===== src/hdl/wifi_mac_header_parser_unit_macros.svh =====
// ----------------------------------------------------------------------------
// wifi mac header parser unit - assertion macros
// shared concurrent assertion wrappers, clocked on clk_i, held off in reset
// ----------------------------------------------------------------------------
`ifndef WIFI_MAC_HEADER_PARSER_UNIT_MACROS_SVH
`define WIFI_MAC_HEADER_PARSER_UNIT_MACROS_SVH

// property must hold at every clock edge outside reset
`define WMHP_ASSERT(lbl, prop, msg) \
  lbl: assert property (@(posedge clk_i) disable iff (!rst_ni) (prop)) else $error(msg);

// condition must never be seen outside reset
`define WMHP_ASSERT_NEVER(lbl, cond, msg) \
  lbl: assert property (@(posedge clk_i) disable iff (!rst_ni) !(cond)) else $error(msg);

`endif


===== src/hdl/wmhp_pkg.sv =====
// ----------------------------------------------------------------------------
// wmhp_pkg
// types, constants and header length helpers for the 802.11 header parser
// ----------------------------------------------------------------------------
package wmhp_pkg;

  localparam int MAX_FRAME_BYTES = 8191;
  localparam int CNT_W           = $clog2(MAX_FRAME_BYTES + 1);
  localparam int BYTE_W          = 8;
  localparam int ADDR_W          = 48;
  localparam int HDR_LEN_W       = 6;
  localparam int FC_W            = 16;

  // frame byte positions
  localparam int FC_LOW_POS      = 0;
  localparam int FC_HIGH_POS     = 1;
  localparam int ADDR1_POS       = 4;
  localparam int ADDR2_POS       = 10;
  localparam int ADDR3_POS       = 16;
  localparam int ADDR_END_POS    = 22;
  localparam int FIXED_FIELDS_LEN = 12;
  localparam int MIN_FRAME_LEN   = 2;

  // header lengths
  localparam int HDR_LEN_MGMT     = 24;
  localparam int HDR_LEN_DATA3    = 24;
  localparam int HDR_LEN_DATA4    = 30;
  localparam int HDR_LEN_QOS_EXTRA = 2;
  localparam int HDR_LEN_CTRL_ACK = 10;
  localparam int HDR_LEN_CTRL_RTS = 16;
  localparam int HDR_LEN_MIN      = 4;

  // subtypes and tags
  localparam logic [3:0] SUBTYPE_BEACON     = 4'd8;
  localparam logic [3:0] SUBTYPE_PROBE_RESP = 4'd5;
  localparam logic [3:0] SUBTYPE_CTS        = 4'd12;
  localparam logic [3:0] SUBTYPE_ACK        = 4'd13;
  localparam logic [BYTE_W-1:0] TAG_ID_SSID   = 8'd0;
  localparam logic [BYTE_W-1:0] TAG_ID_RSN    = 8'd48;
  localparam logic [BYTE_W-1:0] RSN_BODY_LEN  = 8'd20;
  localparam logic [BYTE_W-1:0] RSN_AKM_INDEX = 8'd17;

  localparam logic [ADDR_W-1:0] ADDR_NONE = {ADDR_W{1'b1}};

  // result packing
  localparam int OUT_FIELDS_W = 3 + HDR_LEN_W + 1 + 3 * ADDR_W + 1 + 1 + BYTE_W;
  localparam int OUT_TDATA_W  = ((OUT_FIELDS_W + 7) / 8) * 8;
  localparam int OUT_TUSER_W  = 2;

  typedef enum logic [2:0] {
    ST_OK        = 3'd0,
    ST_SHORT     = 3'd1,
    ST_CONTROL   = 3'd2,
    ST_FOUR_ADDR = 3'd3,
    ST_RESERVED  = 3'd4
  } status_e;

  typedef enum logic [1:0] {
    KIND_MGMT = 2'd0,
    KIND_CTRL = 2'd1,
    KIND_DATA = 2'd2,
    KIND_RSVD = 2'd3
  } kind_e;

  typedef enum logic [1:0] {
    TAG_ID   = 2'd0,
    TAG_LEN  = 2'd1,
    TAG_BODY = 2'd2
  } tag_phase_e;

  localparam logic [1:0] DS_NONE = 2'b00;
  localparam logic [1:0] DS_FROM = 2'b10;
  localparam logic [1:0] DS_BOTH = 2'b11;

  // everything the result needs once the last byte is in
  typedef struct packed {
    logic [FC_W-1:0]   fc;
    logic              pad;
    logic [CNT_W-1:0]  len;
    logic [ADDR_W-1:0] a1;
    logic [ADDR_W-1:0] a2;
    logic [ADDR_W-1:0] a3;
    logic              ssid;
    logic              rsn;
    logic [BYTE_W-1:0] akm;
  } frame_info_t;

  typedef struct packed {
    status_e              status;
    kind_e                kind;
    logic [HDR_LEN_W-1:0] hdr_len;
    logic                 prot;
    logic [ADDR_W-1:0]    sta;
    logic [ADDR_W-1:0]    ap;
    logic [ADDR_W-1:0]    bss;
    logic                 ssid;
    logic                 rsn;
    logic [BYTE_W-1:0]    akm;
  } result_t;

  function automatic logic [HDR_LEN_W-1:0] header_len(input logic [FC_W-1:0] fc,
                                                      input logic pad);
    logic [3:0]           sub;
    logic [HDR_LEN_W-1:0] len;
    logic [HDR_LEN_W-1:0] rounded;
    sub = fc[7:4];
    unique case (kind_e'(fc[3:2]))
      KIND_MGMT: len = HDR_LEN_W'(HDR_LEN_MGMT);
      KIND_CTRL: begin
        if (sub == SUBTYPE_CTS || sub == SUBTYPE_ACK) begin
          len = HDR_LEN_W'(HDR_LEN_CTRL_ACK);
        end else if (sub[3]) begin
          len = HDR_LEN_W'(HDR_LEN_CTRL_RTS);
        end else begin
          len = HDR_LEN_W'(HDR_LEN_MIN);
        end
      end
      KIND_DATA: begin
        len = (fc[9:8] == DS_BOTH) ? HDR_LEN_W'(HDR_LEN_DATA4) : HDR_LEN_W'(HDR_LEN_DATA3);
        if (sub[3]) begin
          len = len + HDR_LEN_W'(HDR_LEN_QOS_EXTRA);
        end
      end
      default: len = HDR_LEN_W'(HDR_LEN_MIN);
    endcase
    rounded = (len + HDR_LEN_W'(3)) & ~HDR_LEN_W'(3);
    return pad ? rounded : len;
  endfunction

  // beacons and probe responses carry tagged parameters
  function automatic logic tags_active(input logic [FC_W-1:0] fc);
    return (fc[3:2] == KIND_MGMT) &&
           (fc[7:4] == SUBTYPE_BEACON || fc[7:4] == SUBTYPE_PROBE_RESP);
  endfunction

endpackage


===== src/hdl/wmhp_result_calc.sv =====
// ----------------------------------------------------------------------------
// wmhp_result_calc
// builds the frame summary from the captured frame state
// ----------------------------------------------------------------------------
module wmhp_result_calc (
  input  wmhp_pkg::frame_info_t info_i,
  output wmhp_pkg::result_t     res_o
);
  import wmhp_pkg::*;

  logic [HDR_LEN_W-1:0] hl;
  kind_e                kind;
  status_e              status;
  logic [1:0]           ds;

  assign hl   = header_len(info_i.fc, info_i.pad);
  assign kind = kind_e'(info_i.fc[3:2]);
  assign ds   = info_i.fc[9:8];

  // length check comes before the frame type
  always_comb begin
    priority if (info_i.len < CNT_W'(MIN_FRAME_LEN) || info_i.len < CNT_W'(hl)) begin
      status = ST_SHORT;
    end else if (kind == KIND_CTRL) begin
      status = ST_CONTROL;
    end else if (kind == KIND_RSVD) begin
      status = ST_RESERVED;
    end else if (kind == KIND_DATA && ds == DS_BOTH) begin
      status = ST_FOUR_ADDR;
    end else begin
      status = ST_OK;
    end
  end

  always_comb begin
    res_o         = '0;
    res_o.status  = status;
    res_o.kind    = kind;
    res_o.prot    = info_i.fc[14];
    if (status == ST_OK) begin
      res_o.hdr_len = hl;
      if (kind == KIND_MGMT) begin
        res_o.ap = info_i.a3;
        priority if (info_i.a1 != info_i.a3) begin
          res_o.sta = info_i.a1;
        end else if (info_i.a2 != info_i.a3) begin
          res_o.sta = info_i.a2;
        end else begin
          res_o.sta = ADDR_NONE;
        end
        if (tags_active(info_i.fc)) begin
          res_o.ssid = info_i.ssid;
          res_o.rsn  = info_i.rsn;
          res_o.akm  = info_i.akm;
        end
      end else begin
        unique case (ds)
          DS_NONE: begin
            res_o.ap  = info_i.a3;
            res_o.bss = info_i.a3;
            res_o.sta = ADDR_NONE;
          end
          DS_FROM: begin
            res_o.sta = info_i.a1;
            res_o.ap  = info_i.a2;
            res_o.bss = info_i.a2;
          end
          default: begin
            res_o.ap  = info_i.a1;
            res_o.bss = info_i.a1;
            res_o.sta = info_i.a2;
          end
        endcase
      end
    end
  end

endmodule


===== src/hdl/wifi_mac_header_parser_unit.sv =====
// ----------------------------------------------------------------------------
// wifi_mac_header_parser_unit
// 802.11 mac header parser: one frame byte per transaction, one summary per frame
// ----------------------------------------------------------------------------
// Frame bytes stream in on the slave side, starting at the frame control field,
// one byte per transaction; tlast marks the final captured byte and tuser, taken
// with the first byte, asks for the header length to be rounded up to a multiple
// of four. The unit accepts one byte every cycle with no gaps between frames
// unless a last byte is held back by an unread summary. Each byte is first held
// in an input register and in the next cycle updates the frame state (frame
// control, three addresses, byte count, tag walk over beacon and probe response
// bodies); on the last byte the summary is formed from that updated state in the
// same cycle and loaded into the output register, so a summary is offered only
// after its last byte has passed through the input register and the output
// register. The per-frame state is cleared as the last byte leaves the input
// register, so the next frame may follow at once. Bytes beyond the maximum frame
// length are ignored except for tlast. While a summary waits on the master side,
// bytes are still taken until a further last byte reaches the input register.
`include "wifi_mac_header_parser_unit_macros.svh"

module wifi_mac_header_parser_unit (
  input  logic                                 clk_i,
  input  logic                                 rst_ni,
  // slave side: frame bytes
  input  logic                                 s_axis_tvalid_i,
  output logic                                 s_axis_tready_o,
  input  logic [wmhp_pkg::BYTE_W-1:0]          s_axis_tdata_i,   // data_byte
  input  logic                                 s_axis_tlast_i,   // last_byte
  input  logic                                 s_axis_tuser_i,   // pad_to_four
  // master side: frame summary
  output logic                                 m_axis_tvalid_o,
  input  logic                                 m_axis_tready_i,
  // status[2:0], header_length[8:3], protected_flag[9], station_address[57:10],
  // ap_address[105:58], bssid_address[153:106], ssid_present[154],
  // rsn_found[155], rsn_akm[163:156], zero fill above
  output logic [wmhp_pkg::OUT_TDATA_W-1:0]     m_axis_tdata_o,
  output logic [wmhp_pkg::OUT_TUSER_W-1:0]     m_axis_tuser_o    // frame_kind
);
  import wmhp_pkg::*;

  // input register
  logic              in_valid_q, in_valid_d;
  logic [BYTE_W-1:0] in_byte_q;
  logic              in_last_q;
  logic              in_pad_q;

  logic s_acc;
  logic advance;   // input register content is consumed this cycle

  // frame state
  logic [CNT_W-1:0]  cnt_q, cnt_d, cnt_upd;
  logic [FC_W-1:0]   fc_q, fc_d, fc_upd;
  logic              pad_q, pad_d, pad_upd;
  logic [ADDR_W-1:0] a1_q, a1_d, a1_upd;
  logic [ADDR_W-1:0] a2_q, a2_d, a2_upd;
  logic [ADDR_W-1:0] a3_q, a3_d, a3_upd;

  // tag walk state
  tag_phase_e        phase_q, phase_d, phase_upd;
  logic [BYTE_W-1:0] tag_id_q, tag_id_d, tag_id_upd;
  logic [BYTE_W-1:0] rem_q, rem_d, rem_upd;
  logic [BYTE_W-1:0] bidx_q, bidx_d, bidx_upd;
  logic              pssid_q, pssid_d, pssid_upd;   // first name byte nonzero
  logic [BYTE_W-1:0] pakm_q, pakm_d, pakm_upd;      // candidate akm byte
  logic              ssid_q, ssid_d, ssid_upd;
  logic              rsn_q, rsn_d, rsn_upd;
  logic [BYTE_W-1:0] akm_q, akm_d, akm_upd;

  logic [CNT_W-1:0]  tag_start;
  frame_info_t       info;
  result_t           res;

  // output register
  logic    out_valid_q, out_valid_d;
  result_t out_q;

  // ---------------------------------------------------------------- handshake
  // a held last byte waits only while a previous summary is still unread
  assign advance         = in_valid_q && (!in_last_q || !out_valid_q || m_axis_tready_i);
  assign s_axis_tready_o = !in_valid_q || advance;
  assign s_acc           = s_axis_tvalid_i && s_axis_tready_o;

  always_comb begin
    in_valid_d = in_valid_q;
    if (s_acc) begin
      in_valid_d = 1'b1;
    end else if (advance) begin
      in_valid_d = 1'b0;
    end
  end

  always_ff @(posedge clk_i or negedge rst_ni) begin
    if (!rst_ni) begin
      in_valid_q <= 1'b0;
    end else begin
      in_valid_q <= in_valid_d;
    end
  end

  always_ff @(posedge clk_i) begin
    if (s_acc) begin
      in_byte_q <= s_axis_tdata_i;
      in_last_q <= s_axis_tlast_i;
      in_pad_q  <= s_axis_tuser_i;
    end
  end

  // ---------------------------------------------------------------- byte update
  // tagged parameters start after the header and the fixed management fields
  assign tag_start = CNT_W'(header_len(fc_q, pad_q)) + CNT_W'(FIXED_FIELDS_LEN);

  always_comb begin
    cnt_upd    = cnt_q;
    fc_upd     = fc_q;
    pad_upd    = pad_q;
    a1_upd     = a1_q;
    a2_upd     = a2_q;
    a3_upd     = a3_q;
    phase_upd  = phase_q;
    tag_id_upd = tag_id_q;
    rem_upd    = rem_q;
    bidx_upd   = bidx_q;
    pssid_upd  = pssid_q;
    pakm_upd   = pakm_q;
    ssid_upd   = ssid_q;
    rsn_upd    = rsn_q;
    akm_upd    = akm_q;

    if (cnt_q < CNT_W'(MAX_FRAME_BYTES)) begin
      cnt_upd = cnt_q + CNT_W'(1);
      if (cnt_q == CNT_W'(FC_LOW_POS)) begin
        pad_upd = in_pad_q;
        fc_upd  = {{(FC_W-BYTE_W){1'b0}}, in_byte_q};
      end else if (cnt_q == CNT_W'(FC_HIGH_POS)) begin
        fc_upd = {in_byte_q, fc_q[BYTE_W-1:0]};
      end else if (cnt_q >= CNT_W'(ADDR1_POS) && cnt_q < CNT_W'(ADDR2_POS)) begin
        a1_upd = {a1_q[ADDR_W-BYTE_W-1:0], in_byte_q};
      end else if (cnt_q >= CNT_W'(ADDR2_POS) && cnt_q < CNT_W'(ADDR3_POS)) begin
        a2_upd = {a2_q[ADDR_W-BYTE_W-1:0], in_byte_q};
      end else if (cnt_q >= CNT_W'(ADDR3_POS) && cnt_q < CNT_W'(ADDR_END_POS)) begin
        a3_upd = {a3_q[ADDR_W-BYTE_W-1:0], in_byte_q};
      end else if (tags_active(fc_q) && cnt_q >= tag_start) begin
        // walk: tag id, length, then body bytes
        unique case (phase_q)
          TAG_ID: begin
            tag_id_upd = in_byte_q;
            phase_upd  = TAG_LEN;
          end
          TAG_LEN: begin
            rem_upd   = in_byte_q;
            bidx_upd  = '0;
            pssid_upd = 1'b0;
            pakm_upd  = '0;
            phase_upd = (in_byte_q == '0) ? TAG_ID : TAG_BODY;
          end
          default: begin
            if (bidx_q == '0 && in_byte_q != '0) begin
              pssid_upd = 1'b1;
            end
            if (bidx_q == RSN_AKM_INDEX) begin
              pakm_upd = in_byte_q;
            end
            bidx_upd = bidx_q + BYTE_W'(1);
            rem_upd  = rem_q - BYTE_W'(1);
            if (rem_q == BYTE_W'(1)) begin
              if (tag_id_q == TAG_ID_SSID && pssid_upd) begin
                ssid_upd = 1'b1;
              end
              if (tag_id_q == TAG_ID_RSN && bidx_upd == RSN_BODY_LEN) begin
                rsn_upd = 1'b1;
                akm_upd = pakm_upd;
              end
              phase_upd = TAG_ID;
            end
          end
        endcase
      end
    end
  end

  // state after this byte; cleared once the frame's last byte is consumed
  always_comb begin
    cnt_d    = cnt_q;
    fc_d     = fc_q;
    pad_d    = pad_q;
    a1_d     = a1_q;
    a2_d     = a2_q;
    a3_d     = a3_q;
    phase_d  = phase_q;
    tag_id_d = tag_id_q;
    rem_d    = rem_q;
    bidx_d   = bidx_q;
    pssid_d  = pssid_q;
    pakm_d   = pakm_q;
    ssid_d   = ssid_q;
    rsn_d    = rsn_q;
    akm_d    = akm_q;
    if (advance) begin
      if (in_last_q) begin
        cnt_d    = '0;
        fc_d     = '0;
        pad_d    = 1'b0;
        a1_d     = '0;
        a2_d     = '0;
        a3_d     = '0;
        phase_d  = TAG_ID;
        tag_id_d = '0;
        rem_d    = '0;
        bidx_d   = '0;
        pssid_d  = 1'b0;
        pakm_d   = '0;
        ssid_d   = 1'b0;
        rsn_d    = 1'b0;
        akm_d    = '0;
      end else begin
        cnt_d    = cnt_upd;
        fc_d     = fc_upd;
        pad_d    = pad_upd;
        a1_d     = a1_upd;
        a2_d     = a2_upd;
        a3_d     = a3_upd;
        phase_d  = phase_upd;
        tag_id_d = tag_id_upd;
        rem_d    = rem_upd;
        bidx_d   = bidx_upd;
        pssid_d  = pssid_upd;
        pakm_d   = pakm_upd;
        ssid_d   = ssid_upd;
        rsn_d    = rsn_upd;
        akm_d    = akm_upd;
      end
    end
  end

  always_ff @(posedge clk_i or negedge rst_ni) begin
    if (!rst_ni) begin
      cnt_q    <= '0;
      fc_q     <= '0;
      pad_q    <= 1'b0;
      a1_q     <= '0;
      a2_q     <= '0;
      a3_q     <= '0;
      phase_q  <= TAG_ID;
      tag_id_q <= '0;
      rem_q    <= '0;
      bidx_q   <= '0;
      pssid_q  <= 1'b0;
      pakm_q   <= '0;
      ssid_q   <= 1'b0;
      rsn_q    <= 1'b0;
      akm_q    <= '0;
    end else begin
      cnt_q    <= cnt_d;
      fc_q     <= fc_d;
      pad_q    <= pad_d;
      a1_q     <= a1_d;
      a2_q     <= a2_d;
      a3_q     <= a3_d;
      phase_q  <= phase_d;
      tag_id_q <= tag_id_d;
      rem_q    <= rem_d;
      bidx_q   <= bidx_d;
      pssid_q  <= pssid_d;
      pakm_q   <= pakm_d;
      ssid_q   <= ssid_d;
      rsn_q    <= rsn_d;
      akm_q    <= akm_d;
    end
  end

  // ---------------------------------------------------------------- summary
  // built from the state including the last byte itself
  always_comb begin
    info.fc   = fc_upd;
    info.pad  = pad_upd;
    info.len  = cnt_upd;
    info.a1   = a1_upd;
    info.a2   = a2_upd;
    info.a3   = a3_upd;
    info.ssid = ssid_upd;
    info.rsn  = rsn_upd;
    info.akm  = akm_upd;
  end

  wmhp_result_calc u_result_calc (
    .info_i (info),
    .res_o  (res)
  );

  always_comb begin
    out_valid_d = out_valid_q;
    if (advance && in_last_q) begin
      out_valid_d = 1'b1;
    end else if (m_axis_tready_i) begin
      out_valid_d = 1'b0;
    end
  end

  always_ff @(posedge clk_i or negedge rst_ni) begin
    if (!rst_ni) begin
      out_valid_q <= 1'b0;
    end else begin
      out_valid_q <= out_valid_d;
    end
  end

  always_ff @(posedge clk_i) begin
    if (advance && in_last_q) begin
      out_q <= res;
    end
  end

  assign m_axis_tvalid_o = out_valid_q;
  assign m_axis_tdata_o  = {{(OUT_TDATA_W-OUT_FIELDS_W){1'b0}},
                            out_q.akm, out_q.rsn, out_q.ssid,
                            out_q.bss, out_q.ap, out_q.sta,
                            out_q.prot, out_q.hdr_len, out_q.status};
  assign m_axis_tuser_o  = out_q.kind;

  // ---------------------------------------------------------------- checks
  // a body phase always has bytes still to come
  `WMHP_ASSERT_NEVER(a_body_rem_nonzero, phase_q == TAG_BODY && rem_q == '0, "tag body with no bytes left")
  // byte count saturates at the frame limit
  `WMHP_ASSERT(a_cnt_bounded, cnt_q <= CNT_W'(MAX_FRAME_BYTES), "byte count beyond frame limit")
  // the frame state is cleared after a last byte
  `WMHP_ASSERT(a_clear_after_last, advance && in_last_q |=> cnt_q == '0 && phase_q == TAG_ID, "frame state not cleared")
  // a new summary is only loaded from a last byte
  `WMHP_ASSERT(a_summary_from_last, $rose(out_valid_q) |-> $past(in_valid_q && in_last_q), "summary without last byte")
  // header length is reported for good frames only
  `WMHP_ASSERT(a_len_only_ok, !out_valid_q || out_q.hdr_len == '0 || out_q.status == ST_OK, "header length on bad frame")

endmodule


===== config.mk =====
export PLATFORM = sky130hd
export DESIGN_NAME = wifi_mac_header_parser_unit
export DESIGN_NICKNAME = d
export VERILOG_FILES = /design/src/hdl/wmhp_pkg.sv /design/src/hdl/wmhp_result_calc.sv /design/src/hdl/wifi_mac_header_parser_unit.sv
export VERILOG_INCLUDE_DIRS = /design/src /design/src/hdl
export SDC_FILE = /design/constraint.sdc
export NUM_CORES = 1
export LEC_CHECK = 0
export ABC_AREA = 1
export BUFFER_PORTS_ARGS = -buffer_cell sky130_fd_sc_hd__clkbuf_2
export CAP_MARGIN = 20
export CORE_ASPECT_RATIO = 1.25
export CORE_UTILIZATION = 61
export DETAILED_ROUTE_END_ITERATION = 12
export GPL_ROUTABILITY_DRIVEN = 0
export PLACE_DENSITY = 0.81
export SLEW_MARGIN = 20
export SYNTH_ARGS = -nofsm -noshare
export SYNTH_HDL_FRONTEND = slang
export SYNTH_HIERARCHICAL = 1
export SYNTH_SLANG_ARGS = --single-unit

===== constraint.sdc =====
create_clock -name clk_i -period 5.5 [get_ports clk_i]
set_clock_uncertainty 0.1 [all_clocks]
set_input_delay 0.825 -clock clk_i [delete_from_list [all_inputs] [get_ports clk_i]]
set_output_delay 0.825 -clock clk_i [all_outputs]
set_load 0.005 [all_outputs]

==> metrics, run 1 <==
Synth Cell Area 0.02377 mm²; Port Buffers 181; maximum vdd drop 480.6 µV; Post-Synthesis Cells 3232; root buf cell clkbuf_16; antenna violations before repair 0; max_cap viols 0; post-cts resize count 0; H-Tree Level Count 2; hold_buf cts 0; CP cell instances nor2_2 -> nand2_2 -> nor4_1 -> nand2_2 -> buf_12 -> o21ai_0 -> inv_1 -> xnor2_1 -> nand4_1 -> nor2_1 -> nand2_1 -> nor2_4 -> buf_12 -> nor2_1 -> nor2_1 -> nor2_1 -> nor2_1; most used cell, CP nor2_1; reg2reg start cnt_q[9]; DR vias/cell 5.828; Hold Path Class in2async; CP Class reg2reg; diode count 0; sw frac 40.94%; Rows 80; Sw Pwr 4395 µW; Pre-antenna DRT Iters 8; family with the most delay on the worst path simple AND/OR/NAND/NOR gates; Tmin final 4.916 ns; max incr delay on CP 0.68 ns; final-report hold violation count 0; cell depth of the worst flop-to-flop path 17; final WL 66.78 mm; Worst-path clk slew 0.06 ns; Comb power frac 40.5%; vias in the first global route 21450; All-Layer GR Usage 33.99%; CP required 5.79 ns; share of layout cells above drive strength 1 9.587%; Post-CTS Setup Repair Bufs 0; fmax 0.2034 GHz; PwrDens 411.6 mW/mm²; DRC Markers 0; clk_lat worst skew 0.55 ns; Synth warnings 6; I/O pin cnt 186; final setup violating endpoints 0; first-pass GRT wire length 107.2 mm; Lkg Pwr 0.01343 µW; # clock sinks 390; die width 178.6 µm; Area growth, synth to finish 9.711%; CP Launch Type flip-flop; Reg-to-Reg End m_axis_tdata_o[43]; total CTS buffers 40; CTS tree built; Internal 6340 µW; dpl hpwl 45.30 mm; worst-margin pin slew 1.116 ns; full die area 0.03977 mm²; initial core utilization 62.01%; sequential share of power 33.2%; placed insts 3758; 1st-iter DRT viols 2419; Final TNS setup 0 ns; clock network fraction of total power 26.3%; Crit. End Element flip-flop; CP max stage cell nor2_4; die height 222.7 µm; post-route ant nets 0; filler instances 3113; routed vias 22320; RSZ-0062 raised after global routing no; Final Cycle Share 89.38%; wire length per cell 17.44 µm; flop2flop setup slack 0.58 ns; outcome finished clean; syn_area_per_cell 7.355 µm²; crit-path max FO 63; CTS max path bufs 3; Nets 3349; CP bufs+invs 3; total chip power 10730 µW; GRT overflow 0; Rel. slew slack 25.57%; fin cells 3830; Worst EP arrival 5.21 ns; largest net degree at the start of global routing 176; core area 0.03834 mm²; count of pins over their slew limit 0
-- area by class of cell --
type	count	area (µm²)	share of cell area, %
multi-input cells	2047	9911	38.00
flip-flops and latches	390	10640	40.80
clock buffers	56	1147	4.399
inverters	613	2308	8.851
clock inverters	16	192.7	0.7388
well taps	492	615.6	2.360
repair buffers	216	1265	4.850
-- power groups by stage --
stage | logic (µW) | clock network (µW) | registers, µW
5_1_grt | 4810 | 2960 | 3580
6_report | 4340 | 2830 | 3560
4_1_cts | 4230 | 2850 | 3560
3_3_place_gp | 4070 | 0 | 3600
2_1_floorplan | 3180 | 0 | 3560
3_5_place_dp | 4190 | 0 | 3610
-- per-stage QoR --
step | area, µm² | utilization, % | hold WS (ns) | worst slack [ns]
after global placement | 24740 | 64.53 | 0.3477 | 1.045
after global routing | 26080 | 68.03 | 0.3434 | 0.3381
after floorplan | 23780 | - | 0.3338 | 0.2154
final | 26080 | 68.03 | 0.3330 | 0.5839
after detailed placement | 24740 | 64.53 | 0.3571 | 0.9083
after CTS | 26080 | 68.03 | 0.3452 | 0.8400
-- state kept, by name, summed over array words and instances, names as in the netlist, 2 cells and up --
signal and count:
in_byte_q 8, m_axis_tdata_o 164, a1_q 48, cnt_q 13, akm_q 8, fc_q 9, a2_q 48, rem_q 8
a3_q 48, pakm_q 8, phase_q 2, bidx_q 8, m_axis_tuser_o 2, tag_id_q 8
-- layer usage --
layer  vias up  track usage, %  share of wire [%]
li1      10470               -                  -
met1     10350           41.33                 37
met2      1188           54.76                 47
met3       318           6.434                8.4
met4         0           22.36                7.1
met5         -               0                  0
-- placed cells by master (no fill, tap or decap), drive strengths merged, types with 5 or more instances in the layout --
| master | instances |
|---|---|
| conb | 5 |
| xor2 | 19 |
| ha | 27 |
| a21oi | 69 |
| buf | 35 |
| nor2 | 555 |
| dfrtp | 214 |
| xnor2 | 53 |
| nand3 | 92 |
| inv | 613 |
| nor3 | 6 |
| nor4 | 37 |
| nand2 | 676 |
| clkinv | 11 |
| o22ai | 185 |
| clkbuf | 237 |
| edfxtp | 176 |
| a221oi | 48 |
| o21ai | 194 |
| nand4 | 64 |
-- worst max path at each step --
stage,from,to,depth (start not counted)
after global routing,cnt_q[9],m_axis_tdata_o[43],17
after global placement,cnt_q[10],m_axis_tdata_o[29],17
after detailed placement,cnt_q[1],m_axis_tdata_o[25],22
final,cnt_q[9],m_axis_tdata_o[43],17
after CTS,cnt_q[1],m_axis_tdata_o[25],22
after floorplan,m_axis_tready_i,m_axis_tdata_o[0],5
Power figures use the tool's default switching activity.
==> run 2: changes to the inputs <==
Settings changed: SYNTH_HIERARCHICAL 1 to unset.
==> metrics, run 2 <==
outcome finished clean (unchanged); Worst EP arrival 4.98 ns (was 5.21 ns); commonest cells in the netlist 1016 x nand2_1, 409 x nor2_1, 327 x inv_1; share of the synthesized area in the top cell type 22.88%; Final Core Density 68.65% (was 68.03%); Crit. End Element flip-flop (unchanged); Port Buffers 180 (was 181); Post-Synthesis Cells 3201 (was 3232); post-route ant nets 0 (unchanged); register area share after synthesis 45.33%; Rows 79 (was 80); Rel. slew slack 24.51% (was 25.57%); final WL 76.56 mm (was 66.78 mm); PwrDens 427.4 mW/mm² (was 411.6 mW/mm²); maximum vdd drop 749.1 µV (was 480.6 µV); Worst-path clk slew 0.06 ns (about the same); fmax 0.2081 GHz (was 0.2034 GHz); root buf cell clkbuf_16 (unchanged); 1st-iter DRT viols 3232 (was 2419); I/O pin cnt 186 (unchanged); routed vias 23610 (was 22320); adder-cell area share of the yosys netlist 1.390%; Nets 3317 (was 3349); H-Tree Level Count 2 (unchanged); CP required 5.68 ns (was 5.79 ns); DR vias/cell 6.220 (was 5.828); post-synthesis xor/xnor area fraction 0.5987%; CTS max path bufs 3 (unchanged); syn_area_per_cell 7.313 µm² (was 7.355 µm²); GRT overflow 0 (unchanged); post-route cell area 0.02578 mm² (was 0.02608 mm²); diode count 0 (unchanged); combinational family with the most area after synthesis simple AND/OR/NAND/NOR gates; final setup violating endpoints 0 (unchanged); Post-synth EDFFs 175; wire length per cell 20.17 µm (was 17.44 µm); dpl hpwl 49.85 mm (was 45.30 mm); cell taking the most area after synthesis dfrtp_1; Area growth, synth to finish 10.16% (was 9.711%); worst-margin pin slew 1.131 ns (was 1.116 ns); CP Class reg2reg (unchanged); initial core utilization 62.32% (was 62.01%); Reg-to-Reg End m_axis_tdata_o[28] (was m_axis_tdata_o[43]); Final TNS setup 0 ns (unchanged); flop2flop setup slack 0.70 ns (was 0.58 ns); max_cap viols 0 (unchanged); vias in the first global route 22470 (was 21450); area used by multi-input combinational logic 0.01066 mm² (was 0.009911 mm²); filler instances 3113 (unchanged); Hold Path Class in2async (unchanged); number of library cell types mapped by synthesis 44; CP Launch Type flip-flop (unchanged); antenna violations before repair 0 (unchanged); hold_buf cts 0 (unchanged); largest net degree at the start of global routing 168 (was 176); first-pass GRT wire length 119.9 mm (was 107.2 mm); die height 221.0 µm (was 222.7 µm); share of layout cells above drive strength 1 9.789% (was 9.587%); All-Layer GR Usage 39.24% (was 33.99%); synthesized flop and latch total 389; register area 0.01061 mm² (was 0.01064 mm²); dpl cell area 0.02443 mm² (was 0.02474 mm²); ys async rst share 55.01%; die width 177.2 µm (was 178.6 µm); post-cts resize count 0 (unchanged); Post-CTS Setup Repair Bufs 0 (unchanged); cell depth of the worst flop-to-flop path 24 (was 17); crit-path max FO 68 (was 63); Final Cycle Share 87.36% (was 89.38%); total CTS buffers 41 (was 40); Pre-antenna DRT Iters 7 (was 8); Synth Cell Area 0.02341 mm² (was 0.02377 mm²); max FFs per register 163 (was 164); Area contributors post-synth dfrtp_1 23%, edfxtp_1 22%, nand2_1 16%; CTS tree built (unchanged); reg2reg start cnt_q[0] (was cnt_q[9]); Tmin final 4.805 ns (was 4.916 ns); most frequent cells in the layout 1014 x nand2_1, 408 x nor2_1, 325 x inv_1 (was 669 x nand2_1, 603 x inv_1, 540 x nor2_1); full die area 0.03917 mm² (was 0.03977 mm²); DRC Markers 0 (unchanged); # clock sinks 389 (was 390); post-synthesis simple-gate area fraction 30.31%; mux contribution to synthesized area 0%; most common cell after layout, fill and taps aside nand2_1 (unchanged); most common cell in the netlist nand2_1; post-synthesis compound-gate area fraction 12.94%; RSZ-0062 raised after global routing no (unchanged); Lkg Pwr 0.01222 µW (was 0.01343 µW); count of pins over their slew limit 0 (unchanged); final-report hold violation count 0 (unchanged); Synth warnings 0 (was 6); clk_lat worst skew 0.58 ns (was 0.55 ns); core area 0.03756 mm² (was 0.03834 mm²); top_reg_cell synth dfrtp_1
-- run 2: metrics by stage --
| step | total power, µW | setup WS (ns) | hold WS, ns | cells |
|---|---|---|---|---|
| floorplan | 6867 | 0.8487 | 0.3522 | 3205 |
| global placement | 7847 | 0.9594 | 0.3682 | 3720 |
| detailed placement | 7995 | 0.8211 | 0.3735 | 3720 |
| CTS | 10850 | 0.7597 | 0.2878 | 3796 |
| global route | 11560 | 0.1781 | 0.3126 | 3796 |
| finish | 11020 | 0.6953 | 0.2077 | 3796 |
-- run 2: critical path, stage by stage (launching register included) --
cell	delay, ns
dfrtp_1	0.39
inv_1	0.11
ha_1	0.22
nand2_1	0.11
nor2_4	0.06
nand2_1	0.27
inv_1	0.13
nor3_1	0.28
inv_1	0.11
nor2_1	0.23
ha_1	0.29
nand2_1	0.08
nand2_2	0.08
ha_1	0.29
o21ai_0	0.23
ha_1	0.28
nand2_1	0.06
nand2_1	0.04
nand2_1	0.05
nand2_1	0.04
nand2_1	0.06
nand2_2	0.08
nand4_1	0.10
buf_4	0.55
nor2_1	0.16
-- run 2: area by class of cell --
| type | instances | area share (%) |
|---|---|---|
| inverters | 338 | 4.935 |
| well taps | 486 | 2.358 |
| clock inverters | 22 | 0.7618 |
| multi-input cells | 2289 | 41.33 |
| clock buffers | 54 | 4.493 |
| flip-flops and latches | 389 | 41.15 |
| repair buffers | 218 | 4.974 |
-- run 2: cell families (layout without fill, tap and decap cells) --
kind of cell / count (synthesis) / count (layout)
buffers and inverters: 527 / 632
adder cells (fa/ha/maj): 26 / 26
flip-flops: 389 / 389
XOR/XNOR: 16 / 16
AO/OA/AOI/OAI: 490 / 490
other: 1 / 5
AND/OR/NAND/NOR: 1752 / 1752
-- run 2: power by group --
group | internal, µW | switching [µW]
clock | 1630 | 1220
sequential | 3270 | 150
combinational | 1320 | 3420
total | 6220 | 4800
-- run 2: worst max path at each step --
stage | cells after the start | end | start
global placement | 24 | m_axis_tdata_o[27] | cnt_q[9]
global route | 24 | m_axis_tdata_o[28] | cnt_q[0]
floorplan | 9 | tag_id_q[7] | m_axis_tready_i
finish | 24 | m_axis_tdata_o[28] | cnt_q[0]
detailed placement | 24 | m_axis_tdata_o[28] | cnt_q[11]
CTS | 24 | m_axis_tdata_o[28] | cnt_q[11]
-- run 2: layer usage --
layer  GRT usage (%)  part of all wire, %  up-vias
met3           9.433                   12      418
met1           47.42                   34    10850
li1                -                    -    10660
met2           59.83                   45     1685
met5               0                    0        -
met4           30.78                  8.5        0
